<file path="config.mk">
export PLATFORM = sky130hd
export DESIGN_NAME = wildcard_byte_pattern_scan
export DESIGN_NICKNAME = d
export VERILOG_FILES = /design/src/hdl/wbps_pkg.sv /design/src/hdl/wbps_cell.sv /design/src/hdl/wildcard_byte_pattern_scan.sv
export SDC_FILE = /design/constraint.sdc
export NUM_CORES = 1
export LEC_CHECK = 0
export BUFFER_PORTS_ARGS = -buffer_cell sky130_fd_sc_hd__buf_2
export CAP_MARGIN = 10
export CORE_UTILIZATION = 30
export DETAILED_ROUTE_END_ITERATION = 12
export PLACE_DENSITY = 0.5
export SLEW_MARGIN = 30
export SYNTH_ARGS = -nofsm -noshare
export SYNTH_HDL_FRONTEND = slang
export SYNTH_SLANG_ARGS = --single-unit
</file>
<file path="constraint.sdc">
create_clock -name clk -period 5.9 [get_ports clk]
set_input_delay 0.59 -clock clk [delete_from_list [all_inputs] [get_ports clk]]
set_output_delay 0.59 -clock clk [all_outputs]
set_load 0.01 [all_outputs]
</file>
<file path="src/hdl/wbps_pkg.sv">
// ----------------------------------------------------------------------------
// wbps_pkg
// Shared types and constants of the wildcard byte pattern scanner.
// ----------------------------------------------------------------------------
package wbps_pkg;

	// fixed pattern storage of the register map
	localparam int PATTERN_SLOTS = 16;
	localparam int LEN_W         = 5;
	localparam int BYTE_W        = 8;

	// configuration port
	localparam int CFG_INDEX_W = 3;
	localparam int CFG_DATA_W  = 64;

	// stream payloads
	localparam int IN_TDATA_W   = 8;
	localparam int ADDR_W       = 64;
	localparam int OFFSET_W     = 32;
	localparam int OUT_FIELDS_W = 1 + ADDR_W;
	localparam int OUT_TDATA_W  = 72;

	typedef enum logic [CFG_INDEX_W-1:0] {
		REG_PATTERN_LOW  = 3'd0,
		REG_PATTERN_HIGH = 3'd1,
		REG_WILDCARD     = 3'd2,
		REG_LENGTH       = 3'd3,
		REG_SCAN_BASE    = 3'd4,
		REG_OFFSET       = 3'd5
	} cfg_reg_t;

	// what one window cell compares against
	typedef struct packed {
		logic              en;
		logic              wild;
		logic [BYTE_W-1:0] pat;
	} cell_ctl_t;

endpackage

</file>
<file path="src/hdl/wbps_cell.sv">
// ----------------------------------------------------------------------------
// wbps_cell
// One window cell: holds a byte, passes it on, compares it with its pattern byte.
// ----------------------------------------------------------------------------
module wbps_cell (
	input  logic                      clk,
	input  logic                      shift_en,
	input  logic [wbps_pkg::BYTE_W-1:0] in_byte,
	input  wbps_pkg::cell_ctl_t       ctl,
	output logic [wbps_pkg::BYTE_W-1:0] out_byte,
	output logic                      match
);
	import wbps_pkg::*;

	logic [BYTE_W-1:0] byte_q;

	always_ff @(posedge clk) begin
		if (shift_en) begin
			byte_q <= in_byte;
		end
	end

	assign out_byte = byte_q;

	// cells beyond the active length never block a hit
	assign match = !ctl.en || ctl.wild || (byte_q == ctl.pat);

endmodule

</file>
<file path="src/hdl/wildcard_byte_pattern_scan.sv">
// ----------------------------------------------------------------------------
// wildcard_byte_pattern_scan
// Searches a byte stream for the first place a wildcarded pattern matches.
// ----------------------------------------------------------------------------
// Bytes of a region arrive on the s_axis channel in address order, one request
// per byte, with tlast on the region's final byte. Each accepted byte enters a
// row of window cells; every cell compares its byte with the pattern byte for
// its place, so while s_axis_tready is high one byte is taken every cycle,
// with no gaps between regions. The first hit is latched. For the byte
// carrying tlast one result goes out on m_axis: the found flag and base +
// match position + signed offset (zero when nothing matched). The window
// compare for that byte is registered in the verdict register, and the
// address add is then registered in the output register.
// A stalled m_axis receiver does not hold up input at once: one result waits
// in the output register and one more behind it; only a third region end
// waiting in the compare stage drops s_axis_tready.
// Reset empties the pipeline, clears the byte count and match latch, and sets
// the registers to their defaults (pattern length one, all else zero).
// The user must write registers through the cfg port only while no region is in flight; the block does not enforce it.
// ----------------------------------------------------------------------------
module wildcard_byte_pattern_scan #(
	parameter int MAX_PATTERN_BYTES = 16,
	parameter int POSITION_BITS     = 32
) (
	input  logic                               clk,
	input  logic                               arst_n,
	input  logic                               cfg_wr_en,
	input  logic [wbps_pkg::CFG_INDEX_W-1:0]   cfg_index,
	input  logic [wbps_pkg::CFG_DATA_W-1:0]    cfg_wdata,
	input  logic                               s_axis_tvalid,
	output logic                               s_axis_tready,
	input  logic [wbps_pkg::IN_TDATA_W-1:0]    s_axis_tdata,  // [7:0] data_byte
	input  logic                               s_axis_tlast,  // last_byte
	output logic                               m_axis_tvalid,
	input  logic                               m_axis_tready,
	output logic [wbps_pkg::OUT_TDATA_W-1:0]   m_axis_tdata   // [0] found, [64:1] match_address
);
	import wbps_pkg::*;

	localparam logic [POSITION_BITS-1:0] COUNT_MAX = '1;

	// configuration registers
	logic [63:0]         pat_lo_q;
	logic [63:0]         pat_hi_q;
	logic [15:0]         wild_q;
	logic [LEN_W-1:0]    len_q;
	logic [ADDR_W-1:0]   base_q;
	logic [OFFSET_W-1:0] offset_q;

	always_ff @(posedge clk or negedge arst_n) begin
		if (!arst_n) begin
			pat_lo_q <= '0;
			pat_hi_q <= '0;
			wild_q   <= '0;
			len_q    <= LEN_W'(1);
			base_q   <= '0;
			offset_q <= '0;
		end else if (cfg_wr_en) begin
			case (cfg_reg_t'(cfg_index))
				REG_PATTERN_LOW:  pat_lo_q <= cfg_wdata;
				REG_PATTERN_HIGH: pat_hi_q <= cfg_wdata;
				REG_WILDCARD:     wild_q   <= cfg_wdata[15:0];
				REG_LENGTH:       len_q    <= cfg_wdata[LEN_W-1:0];
				REG_SCAN_BASE:    base_q   <= cfg_wdata;
				REG_OFFSET:       offset_q <= cfg_wdata[OFFSET_W-1:0];
				default: begin
				end
			endcase
		end
	end

	// active length, zero taken as one and clamped to the window
	logic [LEN_W-1:0] alen;

	always_comb begin
		if (len_q == '0) begin
			alen = LEN_W'(1);
		end else if (len_q > LEN_W'(MAX_PATTERN_BYTES)) begin
			alen = LEN_W'(MAX_PATTERN_BYTES);
		end else begin
			alen = len_q;
		end
	end

	logic [POSITION_BITS-1:0] alen_ext;
	assign alen_ext = {{(POSITION_BITS-LEN_W){1'b0}}, alen};

	logic [PATTERN_SLOTS-1:0][BYTE_W-1:0] pat_all;
	assign pat_all = {pat_hi_q, pat_lo_q};

	// handshake and stage control
	logic accept;
	logic valid_s1, last_s1;
	logic s1_adv, s1_fire;
	logic rv_s2, s2_free;
	logic m_tvalid_q, out_free;

	assign out_free      = !m_tvalid_q || m_axis_tready;
	assign s2_free       = !rv_s2 || out_free;
	assign s1_adv        = !(valid_s1 && last_s1) || s2_free;
	assign s1_fire       = valid_s1 && s1_adv;
	assign s_axis_tready = s1_adv;
	assign accept        = s_axis_tvalid && s_axis_tready;

	// byte count of the current region, saturating
	logic [POSITION_BITS-1:0] seen_q, seen_next, seen_s1;

	assign seen_next = (seen_q == COUNT_MAX) ? seen_q : seen_q + POSITION_BITS'(1);

	always_ff @(posedge clk or negedge arst_n) begin
		if (!arst_n) begin
			seen_q   <= '0;
			valid_s1 <= 1'b0;
		end else begin
			if (accept) begin
				seen_q <= s_axis_tlast ? '0 : seen_next;
			end
			if (s1_adv) begin
				valid_s1 <= s_axis_tvalid;
			end
		end
	end

	always_ff @(posedge clk) begin
		if (accept) begin
			last_s1 <= s_axis_tlast;
			seen_s1 <= seen_next;
		end
	end

	// window cells, cell 0 holds the newest byte
	logic [MAX_PATTERN_BYTES-1:0][BYTE_W-1:0] chain;
	logic [MAX_PATTERN_BYTES-1:0]             cell_match;

	assign chain[0] = s_axis_tdata;

	for (genvar j = 0; j < MAX_PATTERN_BYTES; j++) begin : g_cell
		logic [LEN_W-1:0] pidx;
		cell_ctl_t        ctl;

		// the oldest byte in use lines up with pattern byte 0
		assign pidx     = alen - LEN_W'(1) - LEN_W'(j);
		assign ctl.en   = LEN_W'(j) < alen;
		assign ctl.wild = wild_q[pidx[3:0]];
		assign ctl.pat  = pat_all[pidx[3:0]];

		if (j < MAX_PATTERN_BYTES - 1) begin : g_link
			wbps_cell u_cell (
				.clk      (clk),
				.shift_en (accept),
				.in_byte  (chain[j]),
				.ctl      (ctl),
				.out_byte (chain[j+1]),
				.match    (cell_match[j])
			);
		end else begin : g_end
			wbps_cell u_cell (
				.clk      (clk),
				.shift_en (accept),
				.in_byte  (chain[j]),
				.ctl      (ctl),
				.out_byte (),
				.match    (cell_match[j])
			);
		end
	end

	// first match latch
	logic                     latched_q;
	logic [POSITION_BITS-1:0] pos_q;
	logic                     hit;
	logic [POSITION_BITS-1:0] hit_pos;

	assign hit     = !latched_q && (seen_s1 >= alen_ext) && (&cell_match);
	assign hit_pos = seen_s1 - alen_ext;

	always_ff @(posedge clk or negedge arst_n) begin
		if (!arst_n) begin
			latched_q <= 1'b0;
			pos_q     <= '0;
		end else if (s1_fire) begin
			if (last_s1) begin
				latched_q <= 1'b0;
				pos_q     <= '0;
			end else if (hit) begin
				latched_q <= 1'b1;
				pos_q     <= hit_pos;
			end
		end
	end

	// verdict of a finished region
	logic                     found_s2;
	logic [POSITION_BITS-1:0] pos_s2;

	always_ff @(posedge clk or negedge arst_n) begin
		if (!arst_n) begin
			rv_s2 <= 1'b0;
		end else if (s2_free) begin
			rv_s2 <= s1_fire && last_s1;
		end
	end

	always_ff @(posedge clk) begin
		if (s1_fire && last_s1) begin
			found_s2 <= latched_q || hit;
			pos_s2   <= latched_q ? pos_q : hit_pos;
		end
	end

	// output register with the address sum
	logic              found_q;
	logic [ADDR_W-1:0] addr_q;
	logic [ADDR_W-1:0] addr_sum;

	assign addr_sum = base_q
		+ {{(ADDR_W-POSITION_BITS){1'b0}}, pos_s2}
		+ {{(ADDR_W-OFFSET_W){offset_q[OFFSET_W-1]}}, offset_q};

	always_ff @(posedge clk or negedge arst_n) begin
		if (!arst_n) begin
			m_tvalid_q <= 1'b0;
		end else if (out_free) begin
			m_tvalid_q <= rv_s2;
		end
	end

	always_ff @(posedge clk) begin
		if (out_free && rv_s2) begin
			found_q <= found_s2;
			addr_q  <= found_s2 ? addr_sum : '0;
		end
	end

	assign m_axis_tvalid = m_tvalid_q;
	assign m_axis_tdata  = {{(OUT_TDATA_W-OUT_FIELDS_W){1'b0}}, addr_q, found_q};

endmodule
</file>
After elaboration in Yosys (flattened, before gate mapping) --
Index checks and enable logic that the tools add are counted. W data, S select, Z words.
Storage, ports and cells: register bits 572
Operators by class: add/subtract/negate cells 20, order comparisons 34, eq/ne operators 22, multiplexer cells 73, reductions and logical operators 74
Operators with widths (number):
- $bmux W8 S4 | 16
- $mux W32 | 5
- $eq A8 B8 Y1 | 16
- $mux W8 | 16
- $lt A4 B5 Y1 const B | 16
- $add A64 B32 Y64 | 1
- $add A64 B64 Y64 | 1
- $bmux W1 S4 | 16
- $lt A4 B5 Y1 const A | 8
- $logic_or A1 B1 Y1 | 36
- $add A32 B1 Y32 const B | 1
- $eq A32 B32 Y1 const B | 1
- $ge A32 B5 Y1 | 1
- $sub A32 B5 Y32 | 1
- $sub A4 B4 Y4 const B | 8
- $logic_not A1 Y1 | 20
- $lt A3 B5 Y1 const A | 4
- $mux W1 | 18
- $reduce_and A16 Y1 | 1
- $sub A4 B3 Y4 const B | 4
- $reduce_and A2 Y1 | 7
- $lt A1 B5 Y1 const A | 2
- $lt A2 B5 Y1 const A | 2
- $mux W5 | 2
- other kinds (10) | 20

Depth between registers and ports, before layout --
Gate-level depths: netlist of the first run.
depth after elaboration 13, gate-level depth with buffers 27, gate-level depth less buffers 18

By module --
A second synthesis of the first run with hierarchy kept.
Second synthesis, totals: cells, all modules 3259, area, all modules 35211.3 um2
Modules (own cells, without submodules):
- wildcard_byte_pattern_scan | times used 1, cells each 2939, area each 29866.1 um2
- wbps_cell | times used 16, cells each 20, area each 334.1 um2

Worst setup path after synthesis of the first run --
OpenSTA, ideal clock, no wires.
kind register to register, from register len_q[2], to register pos_q[10], setup time 0.125 ns, arrival 5.992 ns, slack -0.217 ns, cell stages (with the launch flop) 27, path buffers 8, clock period less this slack 6.117 ns, path through dfrtp_1 -> buf_6 -> nor3_2 -> o21a_1 -> buf_6 -> inv_2 -> clkbuf_1 -> buf_2 -> buf_4 -> clkbuf_1 -> ha_1 -> xnor2_1 -> inv_2 -> clkbuf_1 -> ha_1 -> nor2b_1 -> a211oi_1 -> o22ai_4 -> xnor2_4 -> mux4_2 -> xnor2_1 -> nand3_1 -> o31a_1 -> a2111oi_4 -> nand4_2 -> buf_6 -> mux2_4
Between the ends: word-level cells in the longest chain between the ends 13
Ends and longest elaborated chain:
- from (decl) | RTL line wildcard_byte_pattern_scan.sv:46 | logic [LEN_W-1:0] len_q;
- from (signal assigned) | RTL line wildcard_byte_pattern_scan.sv:63 | REG_LENGTH: len_q <= cfg_wdata[LEN_W-1:0];
- $gt A5 B5 Y1 | RTL line wildcard_byte_pattern_scan.sv:78 | end else if (len_q > LEN_W'(MAX_PATTERN_BYTES)) begin
- $mux W5 | RTL line wildcard_byte_pattern_scan.sv:78
- $mux W5 (*) | RTL line wildcard_byte_pattern_scan.sv:76 | if (len_q == '0) begin
- $sub A4 B1 Y4 | RTL line wildcard_byte_pattern_scan.sv:142 | assign pidx = alen - LEN_W'(1) - LEN_W'(j);
- $sub A4 B1 Y4, or another cell as far along | RTL line wildcard_byte_pattern_scan.sv:142
- $bmux W8 S4 or $bmux W1 S4 (tied branches) | RTL line wildcard_byte_pattern_scan.sv:145, wildcard_byte_pattern_scan.sv:144
- $mux W8 (not written as such) or $mux W1 (tied branches) | RTL line wildcard_byte_pattern_scan.sv:145, wildcard_byte_pattern_scan.sv:144
- $eq A8 B8 Y1 or $logic_or A1 B1 Y1 (tied branches) | RTL line wbps_cell.sv:26 | assign match = !ctl.en || ctl.wild || (byte_q == ctl.pat);
- $logic_or A1 B1 Y1 | RTL line wbps_cell.sv:26
- $reduce_and A16 Y1 | RTL line wildcard_byte_pattern_scan.sv:174 | assign hit = !latched_q && (seen_s1 >= alen_ext) && (&cell_match);
- $logic_and A1 B1 Y1 | RTL line wildcard_byte_pattern_scan.sv:174
- $reduce_bool A2 Y1 (no line)
- $reduce_and A2 Y1 (no line)
- to (signal assigned) | RTL line wildcard_byte_pattern_scan.sv:187 | pos_q <= hit_pos;
- to (decl) | RTL line wildcard_byte_pattern_scan.sv:170 | logic [POSITION_BITS-1:0] pos_q;
Every way passes the cells marked *; elsewhere a longest branch is shown, timed or not. The select of a mux whose other input is x is not followed. A chain may end at the register's enable or synchronous reset.

Worst setup path after layout of the first run --
from register len_q[1], to register pos_q[21]
The elaborated chain is that of the path after synthesis.

==> results.ini, run 1 <==
[outcome]
status=finished, final reports clean

[worst_setup_path]
crit_fanout=51
worstSetupPathType=flip-flop to flip-flop
worst-endpoint-arrival_ns=6.10
timing.critical_path.to_type=flip-flop
critPathMaxStageDelay_ns=0.73
crit_chain=nor3_2 > o21a_4 > buf_4 > buf_4 > mux4_2 > mux2i_1 > mux2i_1 > xor2_1 > nor4_1 > buf_4 > nand3_1 > a2111oi_4 > nand4_2 > buf_12 > mux2_4
crit_family=multiplexers
critical_path.reg2reg.endpoint=pos_q[21]$_DFFE_PN0P_
ff2ff_setup_slack_ns=0.31
worst_setup_path_start_kind=flip-flop
required_ns=6.42
path_common_cell=buf_4
r2r.worst_path.cells=15
worst_path_max_delay_cell=buf_4
regToRegStartpoint=len_q[1]$_DFFE_PN0P_
critPathBufInv=4

[cts]
clk_pin_slew_worst_paths_ns=0.06
tritoncts_num_sinks=572
numCtsBuffers=71
clock_path_buffers=3
htree_num_levels=3
tritoncts_clock_tree=done
post_cts.resized_instances=0
clkLatencyLatePin_ns=0.64
root_buffer=clkbuf_16

[yosys]
synth_warnings=0
synth_top_flop_cell=dfrtp_1
syn-cell-area_sq_mm=0.03649
synth.area.top_cells=dfrtp_1 21%, edfxtp_1 21%, mux4_2 9.8%
synth_enable_flop_cells=259
yosys_register_bits=572
synth-seq-area-share_pct=42.78
synth_cell_types=90
synth_async_sr_flop_share_pct=54.72
synth_area_leader_cell=dfrtp_1
syn-instance-count=2994
synth.top_cell.area_share_pct=21.39
syn-mean-instance-area_sq_um=12.19

[global_routing]
antenna_violations_before_repair=6
tot_gr_track_use_pct=19.40
gr-total-overflow=0
grt_pass1_wl_microns=176200
number_of_global_route_vias_before_repair=25360
pin_count_of_the_biggest_net_entering_global_routing=143

[floorplanning]
boundaryPins=155
die-area_sq_mm=0.1230
floorplan.core_area_sq_mm=0.1203
fp.dieW_microns=350.8
rows=127
start_util_pct=30.34
die_h_microns=350.8

[placed_design]
placement.io_buffers=147
dpl_cell_area_sq_mm=0.03917
post-dp-hpwl_microns=91160
globalplace.congestion=0.9602

[sta]
rsz0062_at_grt=no
final_critical_period_ns=5.585
final-hold-violation-count=0
finalClockSkew_ns=0.03395
timing.final.max_slew_violations=0
final_clock_period_utilization_by_the_worst_path_pct=94.66
totalNegativeSetupSlack_ns=0
worst_tran_pin_value_ns=1.036
slew-limit-headroom_pct=30.60
number_of_endpoints_failing_setup_at_the_final_stage=0
maxClockFrequency_ghz=0.1790

[layout]
multi_input_area_sq_mm=0.02002
post_route_cells_drive_above_1_share_pct=26.58
syn2layout_area_growth_pct=14.32
commonest_non_fill_non_tap_cells_in_the_layout=312 x dfrtp_1, 281 x mux2_2, 273 x nand2_1
register_area_sq_mm=0.01561
finish.instance_area_sq_mm=0.04172
num-fill-cells=11900
postLayoutCoreUtil_pct=34.68
final_common_cell=dfrtp_1
design.final.nets=3349

[flow_run]
maxCapViolCount=0

[worst_hold_path]
min_delay_path_depth=1
holdCritPathClass=primary input to flip-flop
min_to=g_cell[0].g_link.u_cell.out_byte[7]$_DFFE_PP_
hold_start=s_axis_tdata[7]

[drt]
detail_route.drc_violations=0
post_drt_via_cell_ratio=5.389
finalWirelength_microns=119800
dr_total_vias=25850
avg_wl_per_cell_microns=24.97
initialDrtViolationCount=2182
postRouteAntennaNets=0
drt_first_pass_iters=6

[power_and_ir_drop]
vdd_ir_drop_max_mv=0.2536
power-per-cell-area_mw_per_mm2=505.5
p_total_mw=21.09
static-leakage-power_nw=16.99

==> flip-flops by register name, indices dropped and copies added (netlist names) <==
register and cells:
addr_q 64, base_q 64, found_q 1, found_s2 1
g_cell.g_end.u_cell.out_byte 8, g_cell.g_link.u_cell.out_byte 120, last_s1 1, latched_q 1
len_q 5, m_axis_tvalid 1, offset_q 32, pat_hi_q 64
pat_lo_q 64, pos_q 32, pos_s2 32, rv_s2 1
seen_q 32, seen_s1 32, valid_s1 1, wild_q 16
==> logic make-up after synthesis <==
kind of cell	after synthesis	share of synthesized area, %
DFF	572	42.78
buffers and inverters	216	2.619
other	1	0.01028
xor gates and xnor gates	241	5.928
AOI/OAI and AO/OA	427	7.824
muxes	685	25.53
adders and majority gates	142	5.568
and+or+nand+nor	710	9.744
==> final cells by class <==
cell class	instances	area share (%)
diodes	1	0.005998
clock buffers	102	5.233
clock inverters	28	0.6838
inverters	44	0.4319
multi-input cells	2212	47.98
flip-flops and latches	572	37.42
well taps	1612	4.834
repair buffers	225	3.407
==> metrics by stage <==
step	setup WS (ns)	hold slack (ns)	std cells
floorplan	0.04587	0.2944	3000
global placement	0.3313	0.4586	4657
detailed placement	0.2789	0.4573	4658
CTS	0.2544	0.09588	4789
global route	0.09838	0.1003	4795
finish	0.3149	0.1316	4796
==> worst max-delay path by stage <==
stage | start | to | slack (ns) | depth (start not counted)
floorplan | len_q[2]$_DFFE_PN0P_ | pos_q[10]$_DFFE_PN0P_ | 0.05 | 26
global placement | len_q[1]$_DFFE_PN0P_ | pos_q[23]$_DFFE_PN0P_ | 0.33 | 15
detailed placement | len_q[1]$_DFFE_PN0P_ | pos_q[21]$_DFFE_PN0P_ | 0.28 | 18
CTS | len_q[1]$_DFFE_PN0P_ | pos_q[29]$_DFFE_PN0P_ | 0.25 | 18
global route | len_q[1]$_DFFE_PN0P_ | pos_q[23]$_DFFE_PN0P_ | 0.1 | 18
finish | len_q[1]$_DFFE_PN0P_ | pos_q[21]$_DFFE_PN0P_ | 0.31 | 15
==> metal layers <==
metal	part of all wire [%]	wire, microns	up-vias	GRT usage, %
met3	6.7	8041	210	3.548
met5	0.011	13	-	0
met1	43	51900	13150	26.37
met2	47	55810	967	31.02
met4	3.3	4004	2	6.452
li1	-	-	11520	-
==> where the power goes <==
part           switching [mW]  leakage [nW]  total (mW)  internal [mW]
sequential              0.654          6.40        5.50           4.84
combinational            6.12          9.37        11.0           4.89
clock                    1.82          1.22        4.59           2.77
total                    8.59          17.0        21.1           12.5
==> cell usage after synthesis, drive strengths merged, types with 60 or more instances <==
library cell and count:
dfrtp 312, mux2 307, nand2 274, edfxtp 259, mux2i 220, xnor2 167, mux4 158, clkbuf 112
ha 108, a21oi 99, and2 88, nor2 83, xor2 74, o21ai 71, buf 60
==> worst register-to-register path, stage by stage (launching register included) <==
cell	delay, ns
dfrtp_1	0.42
nor3_2	0.22
o21a_4	0.17
buf_4	0.31
buf_4	0.74
mux4_2	0.73
mux2i_1	0.39
mux2i_1	0.19
xor2_1	0.17
nor4_1	0.44
buf_4	0.19
nand3_1	0.12
a2111oi_4	0.58
nand4_2	0.20
buf_12	0.24
mux2_4	0.37
==> timing repair <==
action                     4_1_cts  5_1_grt
setup endpoints to repair        0       25
buffers inserted                 0        6
hold buffers                     1        0
hold endpoints to repair         3        0
No activity file was read; power rests on OpenSTA's default activity.
==> run 2: changes to the inputs <==
Clock period 5.9 ns to 4.81 ns, I/O delays scaled along.
==> run 2 against run 1 <==
Net effect: die area is the same; largest power group unchanged; flip-flop and latch count did not move; hold slack got worse by 0.083 ns; register-to-register slack worse by 0.28 ns; via count up 1.7%; first-iteration DRC count is 12% lower; largest cell class unchanged; non-clock buffer count up 172; power increased by 30%; critical endpoint is now pos_q[27]$_DFFE_PN0P_; sequential share of layout area shrank 1.6 points; fmax grew 17%.
==> results.ini, run 2 (synthesized netlist as in run 1, its figures left out) <==
[sta]
final-hold-violation-count=0  ; unchanged
timing.final.max_slew_violations=0  ; unchanged
worst_tran_pin_value_ns=0.8782  ; -0.1579 ns
number_of_endpoints_failing_setup_at_the_final_stage=0  ; unchanged
final.hold.worst_slack_ns=0.04825  ; -0.08335 ns
final_critical_period_ns=4.771  ; -0.8144 ns
rsz0062_at_grt=yes
slew-limit-headroom_pct=41.45  ; +11 points
finalClockSkew_ns=0.02926  ; -0.004695 ns
totalNegativeSetupSlack_ns=0  ; unchanged
final_clock_period_utilization_by_the_worst_path_pct=99.18  ; +4.5 points
maxClockFrequency_ghz=0.2096  ; +17%

[placed_design]
placement.io_buffers=147  ; unchanged
dpl.cell_count=4800  ; +3.0%
post-dp-hpwl_microns=91840  ; +0.75%
globalplace.congestion=0.9733  ; +1.4%
dpl_cell_area_sq_mm=0.04050  ; +3.4%

[cts]
tritoncts_clock_tree=done
root_buffer=clkbuf_16
htree_num_levels=3  ; unchanged
clk_pin_slew_worst_paths_ns=0.06  ; about the same
tritoncts_num_sinks=572  ; unchanged
numCtsBuffers=70  ; -1.4%
clock_path_buffers=3  ; unchanged
clkLatencyLatePin_ns=0.65  ; about the same

[layout]
design.final.nets=3520  ; +5.1%
instances_no_fill=4965  ; +3.5%
final_common_cell=dfrtp_1
syn2layout_area_growth_pct=19.44
post_route_cells_drive_above_1_share_pct=31.20  ; +4.6 points
multi_input_area_sq_mm=0.02029  ; +1.3%
largest_register_ff_count=120  ; unchanged
num-fill-cells=11830  ; -0.60%
postLayoutCoreUtil_pct=36.24  ; +1.6 points
register_area_sq_mm=0.01561  ; unchanged
antenna-diode-count=0  ; -1
finish.instance_area_sq_mm=0.04359  ; +4.5%
commonest_non_fill_non_tap_cells_in_the_layout=312 x dfrtp_1, 281 x mux2_2, 273 x nand2_1

[drt]
initialDrtViolationCount=1924  ; -12%
finalWirelength_microns=122700  ; +2.4%
post_drt_via_cell_ratio=5.293  ; -1.8%
avg_wl_per_cell_microns=24.71  ; -1.0%
detail_route.drc_violations=0  ; unchanged
postRouteAntennaNets=0  ; unchanged
dr_total_vias=26280  ; +1.7%
drt_first_pass_iters=6  ; unchanged

[floorplanning]
die-area_sq_mm=0.1230  ; unchanged
fp.dieW_microns=350.8  ; unchanged
die_h_microns=350.8  ; unchanged
start_util_pct=30.34  ; unchanged
rows=127  ; unchanged
floorplan.core_area_sq_mm=0.1203  ; unchanged
boundaryPins=155  ; unchanged

[power_and_ir_drop]
vdd_ir_drop_max_mv=0.2692  ; +6.1%
static-leakage-power_nw=17.95  ; +5.6%
power-per-cell-area_mw_per_mm2=627.7  ; +24%

[worst_setup_path]
worst_setup_path_start_kind=flip-flop
worst-endpoint-arrival_ns=5.28  ; -0.82 ns
worstSetupStartpoint=len_q[4]$_DFFE_PN0P_
crit_end=pos_q[27]$_DFFE_PN0P_
crit_fanout=14  ; -73%
regToRegStartpoint=len_q[4]$_DFFE_PN0P_
worstSetupPathType=flip-flop to flip-flop
timing.critical_path.to_type=flip-flop
required_ns=5.32  ; -1.10 ns
ff2ff_setup_slack_ns=0.04  ; -0.28 ns
r2r.worst_path.cells=20  ; +5
critical_path.reg2reg.endpoint=pos_q[27]$_DFFE_PN0P_

[global_routing]
tot_gr_track_use_pct=19.53  ; +0.13 points
antenna_violations_before_repair=5  ; -1
pin_count_of_the_biggest_net_entering_global_routing=134  ; -6.3%
gr-total-overflow=0  ; unchanged
number_of_global_route_vias_before_repair=25910  ; +2.2%
grt_pass1_wl_microns=176900  ; +0.38%

[outcome]
status=finished, final reports clean

[flow_run]
maxCapViolCount=0  ; unchanged

[worst_hold_path]
holdCritPathClass=primary input to flip-flop

==> run 2: final cells by class <==
| type | count | share of cell area [%] |
|---|---|---|
| inverter | 44 | 0.4277 |
| multi-input combinational | 2212 | 46.54 |
| tap | 1612 | 4.627 |
| clock inverter | 40 | 0.9100 |
| clock buffer | 88 | 4.412 |
| timing repair buffer | 397 | 7.268 |
| sequential | 572 | 35.82 |
==> run 2: critical path, cell delays in order (launching register included) <==
cell and delay, ns:
dfrtp_1 0.45, nand2b_2 0.26, buf_4 0.17, ha_1 0.20
buf_4 0.14, a21oi_1 0.21, a21oi_4 0.06, buf_12 0.15
buf_4 0.15, xnor2_2 0.27, buf_4 0.29, mux2i_1 0.27
xor2_1 0.23, a31oi_1 0.11, o21ai_0 0.15, nand4_1 0.22
a211oi_4 0.46, nand4_4 0.16, buf_12 0.21, buf_12 0.15
mux2_4 0.30
==> run 2: per-layer routing <==
layer / routed length [microns] / global-route usage, % / vias up
met5: 0 / 0 / -
met4: 4656 / 6.818 / 0
met1: 53820 / 26.35 / 13420
met3: 7456 / 3.760 / 181
li1: - / - / 11890
met2: 56760 / 31.16 / 799
==> run 2: power by group <==
part,total [mW],leakage (nW),switching (mW),internal [mW]
registers,6.66,6.40,0.717,5.94
clock network,5.44,1.15,2.22,3.22
logic,15.3,10.4,8.13,7.14
total,27.4,17.9,11.1,16.3
==> run 2: worst min path at each step <==
stage                                                   start                                        endpoint  cells after the start
4_1_cts                                         s_axis_tvalid                            valid_s1$_DFFE_PN0N_                      2
6_report                                        s_axis_tvalid                            valid_s1$_DFFE_PN0N_                      2
5_1_grt                                       s_axis_tdata[4]   g_cell[0].g_link.u_cell.out_byte[4]$_DFFE_PP_                      1
3_5_place_dp   g_cell[12].g_link.u_cell.out_byte[4]$_DFFE_PP_  g_cell[13].g_link.u_cell.out_byte[4]$_DFFE_PP_                      0
3_3_place_gp   g_cell[12].g_link.u_cell.out_byte[4]$_DFFE_PP_  g_cell[13].g_link.u_cell.out_byte[4]$_DFFE_PP_                      0
2_1_floorplan                                          arst_n                           base_q[0]$_DFFE_PN0P_                      0
==> run 2: metrics by stage <==
step	setup WS [ns]	power [mW]
2_1_floorplan	-0.4025	16.16
3_3_place_gp	-0.1041	21.11
3_5_place_dp	-0.09301	21.14
4_1_cts	0.0008011	26.90
5_1_grt	-0.05950	28.76
6_report	0.03935	27.36
==> run 2: timing repair <==
action	in CTS	in global routing
hold buffers	6	0
cloned	0	9
gates resized for setup	6	47
buffers inserted	9	12
pin swaps	3	15
hold endpoints to repair	82	0
setup endpoints to repair	34	41
==> run 3: changes to the inputs <==
Settings changed: REMOVE_ABC_BUFFERS set to 1.
==> run 3 against run 2 <==
Net effect: global-route usage is 0.099 points lower; wire length is 0.21% lower; register-to-register slack hardly changed; worst setup slack worse by 0.0020 ns; hold slack worse by 0.015 ns; first-iteration DRC count is 11% higher; cell count is 1.2% lower; fmax hardly changed; clock power is 3% lower; power is 1.7% lower; critical endpoint is now pos_q[8]$_DFFE_PN0P_; largest power group unchanged.
==> results.ini, run 3 (synthesized netlist as in run 1, its figures left out) <==
[power_and_ir_drop]
comb_power_share_pct=55.5  ; -0.3 points
share_clk_of_total_power_pct=19.7  ; -0.2 points
power-per-cell-area_mw_per_mm2=625.5  ; -0.34%
switching_share_pct=40.89  ; +0.46 points
p_total_mw=26.89  ; -1.7%
vdd_ir_drop_max_mv=0.3234  ; +20%
total_internal_power_mw=15.90  ; -2.5%
p_seq_share_pct=24.8  ; +0.5 points
static-leakage-power_nw=17.61  ; -1.9%
p_switching_mw=11.00  ; -0.58%

[placed_design]
dpl.cell_count=4752  ; -1.0%
globalplace.congestion=0.9575  ; -1.6%
detailedPlace.worstSlack_ns=-0.05822  ; +0.03480 ns
post-dp-hpwl_microns=92240  ; +0.44%
dpl_cell_area_sq_mm=0.04002  ; -1.2%
placement.io_buffers=147  ; unchanged

[sta]
final.hold.worst_slack_ns=0.03314  ; -0.01511 ns
slew-limit-headroom_pct=32.96  ; -8.5 points
postLayoutSetupSlackWorst_ns=0.03739  ; -0.001955 ns
final-hold-violation-count=0  ; unchanged
number_of_endpoints_failing_setup_at_the_final_stage=0  ; unchanged
final_critical_period_ns=4.773  ; +0.001954 ns
timing.final.max_slew_violations=0  ; unchanged
final_clock_period_utilization_by_the_worst_path_pct=99.22  ; about the same
rsz0062_at_grt=yes
maxClockFrequency_ghz=0.2095  ; about the same
worst_tran_pin_value_ns=1.001  ; +0.1228 ns
totalNegativeSetupSlack_ns=0  ; unchanged
finalClockSkew_ns=0.02358  ; -0.005683 ns

[layout]
post_route_cells_drive_above_1_share_pct=29.92  ; -1.3 points
commonest_non_fill_non_tap_cells_in_the_layout=312 x dfrtp_1, 281 x mux2_2, 273 x nand2_1
num-fill-cells=11820  ; -0.11%
syn2layout_area_growth_pct=17.82
final_common_cell=dfrtp_1
design.final.nets=3460  ; -1.7%
instances_no_fill=4907  ; -1.2%
finish.instance_area_sq_mm=0.04299  ; -1.4%
multi_input_area_sq_mm=0.02029  ; about the same
register_area_sq_mm=0.01561  ; unchanged
postLayoutCoreUtil_pct=35.74  ; -0.49 points
largest_register_ff_count=120  ; unchanged

[worst_setup_path]
crit_end=pos_q[8]$_DFFE_PN0P_
timing.critical_path.to_type=flip-flop
crit_fanout=8  ; -6
regToRegStartpoint=len_q[3]$_DFFE_PN0P_
worstSetupPathType=flip-flop to flip-flop
worst_setup_path_start_kind=flip-flop
worstSetupStartpoint=len_q[3]$_DFFE_PN0P_
required_ns=5.34  ; +0.02 ns
critical_path.reg2reg.endpoint=pos_q[8]$_DFFE_PN0P_
worst-endpoint-arrival_ns=5.30  ; +0.02 ns
ff2ff_setup_slack_ns=0.04  ; about the same
r2r.worst_path.cells=22  ; +10%

[floorplanning]
fp.dieW_microns=350.8  ; unchanged
die-area_sq_mm=0.1230  ; unchanged
start_util_pct=30.34  ; unchanged
boundaryPins=155  ; unchanged
rows=127  ; unchanged
floorplan.core_area_sq_mm=0.1203  ; unchanged
die_h_microns=350.8  ; unchanged

[drt]
detail_route.drc_violations=0  ; unchanged
drt_first_pass_iters=5  ; -1
dr_total_vias=26250  ; -0.11%
avg_wl_per_cell_microns=24.95  ; +0.97%
postRouteAntennaNets=0  ; unchanged
finalWirelength_microns=122400  ; -0.21%
initialDrtViolationCount=2143  ; +11%
post_drt_via_cell_ratio=5.350  ; +1.1%

[global_routing]
number_of_global_route_vias_before_repair=25710  ; -0.79%
tot_gr_track_use_pct=19.43  ; -0.099 points
gr-total-overflow=0  ; unchanged
pin_count_of_the_biggest_net_entering_global_routing=139  ; +3.7%
antenna_violations_before_repair=6  ; +1
grt_pass1_wl_microns=176400  ; -0.28%

[cts]
clk_pin_slew_worst_paths_ns=0.06  ; about the same
tritoncts_clock_tree=done
clock_path_buffers=3  ; unchanged
root_buffer=clkbuf_16
htree_num_levels=3  ; unchanged
numCtsBuffers=70  ; unchanged
clkLatencyLatePin_ns=0.65  ; about the same
tritoncts_num_sinks=572  ; unchanged

[worst_hold_path]
holdCritPathClass=primary input to flip-flop

[flow_run]
maxCapViolCount=0  ; unchanged

[outcome]
status=finished, final reports clean

==> run 3: cell count changes in the layout (fill, tap and decap cells not counted), moves of 4 or more <==
cell / previous run / this run
buf_12: 24 / 17
buf_4: 202 / 149
bufinv_16: 7 / 2
inv_6: 8 / 4
xnor2_1: 158 / 154
==> run 3: worst min path at each step <==
stage / startpoint / to / slack (ns) / cells past startpoint
after floorplan: arst_n / base_q[0]$_DFFE_PN0P_ / 0.19 / 0
after global placement: g_cell[1].g_link.u_cell.out_byte[0]$_DFFE_PP_ / g_cell[2].g_link.u_cell.out_byte[0]$_DFFE_PP_ / 0.45 / 0
after detailed placement: g_cell[13].g_link.u_cell.out_byte[5]$_DFFE_PP_ / g_cell[14].g_link.u_cell.out_byte[5]$_DFFE_PP_ / 0.46 / 0
after CTS: s_axis_tdata[5] / g_cell[0].g_link.u_cell.out_byte[5]$_DFFE_PP_ / 0.005 / 1
after global routing: s_axis_tdata[5] / g_cell[0].g_link.u_cell.out_byte[5]$_DFFE_PP_ / 0.01 / 1
final: s_axis_tdata[5] / g_cell[0].g_link.u_cell.out_byte[5]$_DFFE_PP_ / 0.03 / 1
==> run 3: layout make-up <==
class,count,area share [%]
well taps,1612,4.691
clock buffers,95,4.653
multi-input cells,2212,47.19
flip-flops and latches,572,36.31
clock inverters,32,0.6577
repair buffers,337,6.050
diodes,3,0.01746
inverters,44,0.4249
==> run 3: metal layers <==
layer  global-route usage [%]  routed length (microns)  vias to the layer above
met3                    2.723                     6759                      199
li1                         -                        -                    11770
met4                    8.324                     5331                        2
met1                    25.56                    51690                    13440
met5                        0                       14                        -
met2                    31.86                    58650                      835
==> run 3: worst max-delay path, stage by stage (launching register included) <==
cell	delay, ns
dfrtp_1	0.38
nor3_2	0.20
o21a_4	0.19
inv_6	0.04
ha_4	0.17
xnor2_4	0.14
inv_2	0.07
ha_4	0.18
buf_6	0.13
nor3b_2	0.18
nor2_2	0.07
o22ai_4	0.20
xnor2_4	0.15
buf_12	0.14
mux4_2	0.53
xnor2_2	0.16
nand3_1	0.11
o31a_1	0.34
a2111oi_4	0.26
buf_4	0.19
nand4_4	0.23
clkbuf_16	0.28
mux2_4	0.30
==> run 3: power by group through the flow <==
stage | sequential (mW) | combinational, mW | clock [mW]
after floorplan | 6.55 | 9.43 | 0
after global placement | 6.73 | 14.1 | 0
after detailed placement | 6.75 | 14.1 | 0
after CTS | 6.66 | 14.3 | 5.44
after global routing | 6.76 | 15.9 | 5.61
final | 6.67 | 14.9 | 5.29
==> run 3: what timing repair did <==
action | CTS | global route
gates resized for setup | 4 | 61
pin swaps | 2 | 31
setup endpoints to repair | 34 | 44
buffers inserted | 4 | 8
hold buffers | 5 | 0
hold endpoints to repair | 67 | 0
gates cloned | 0 | 8
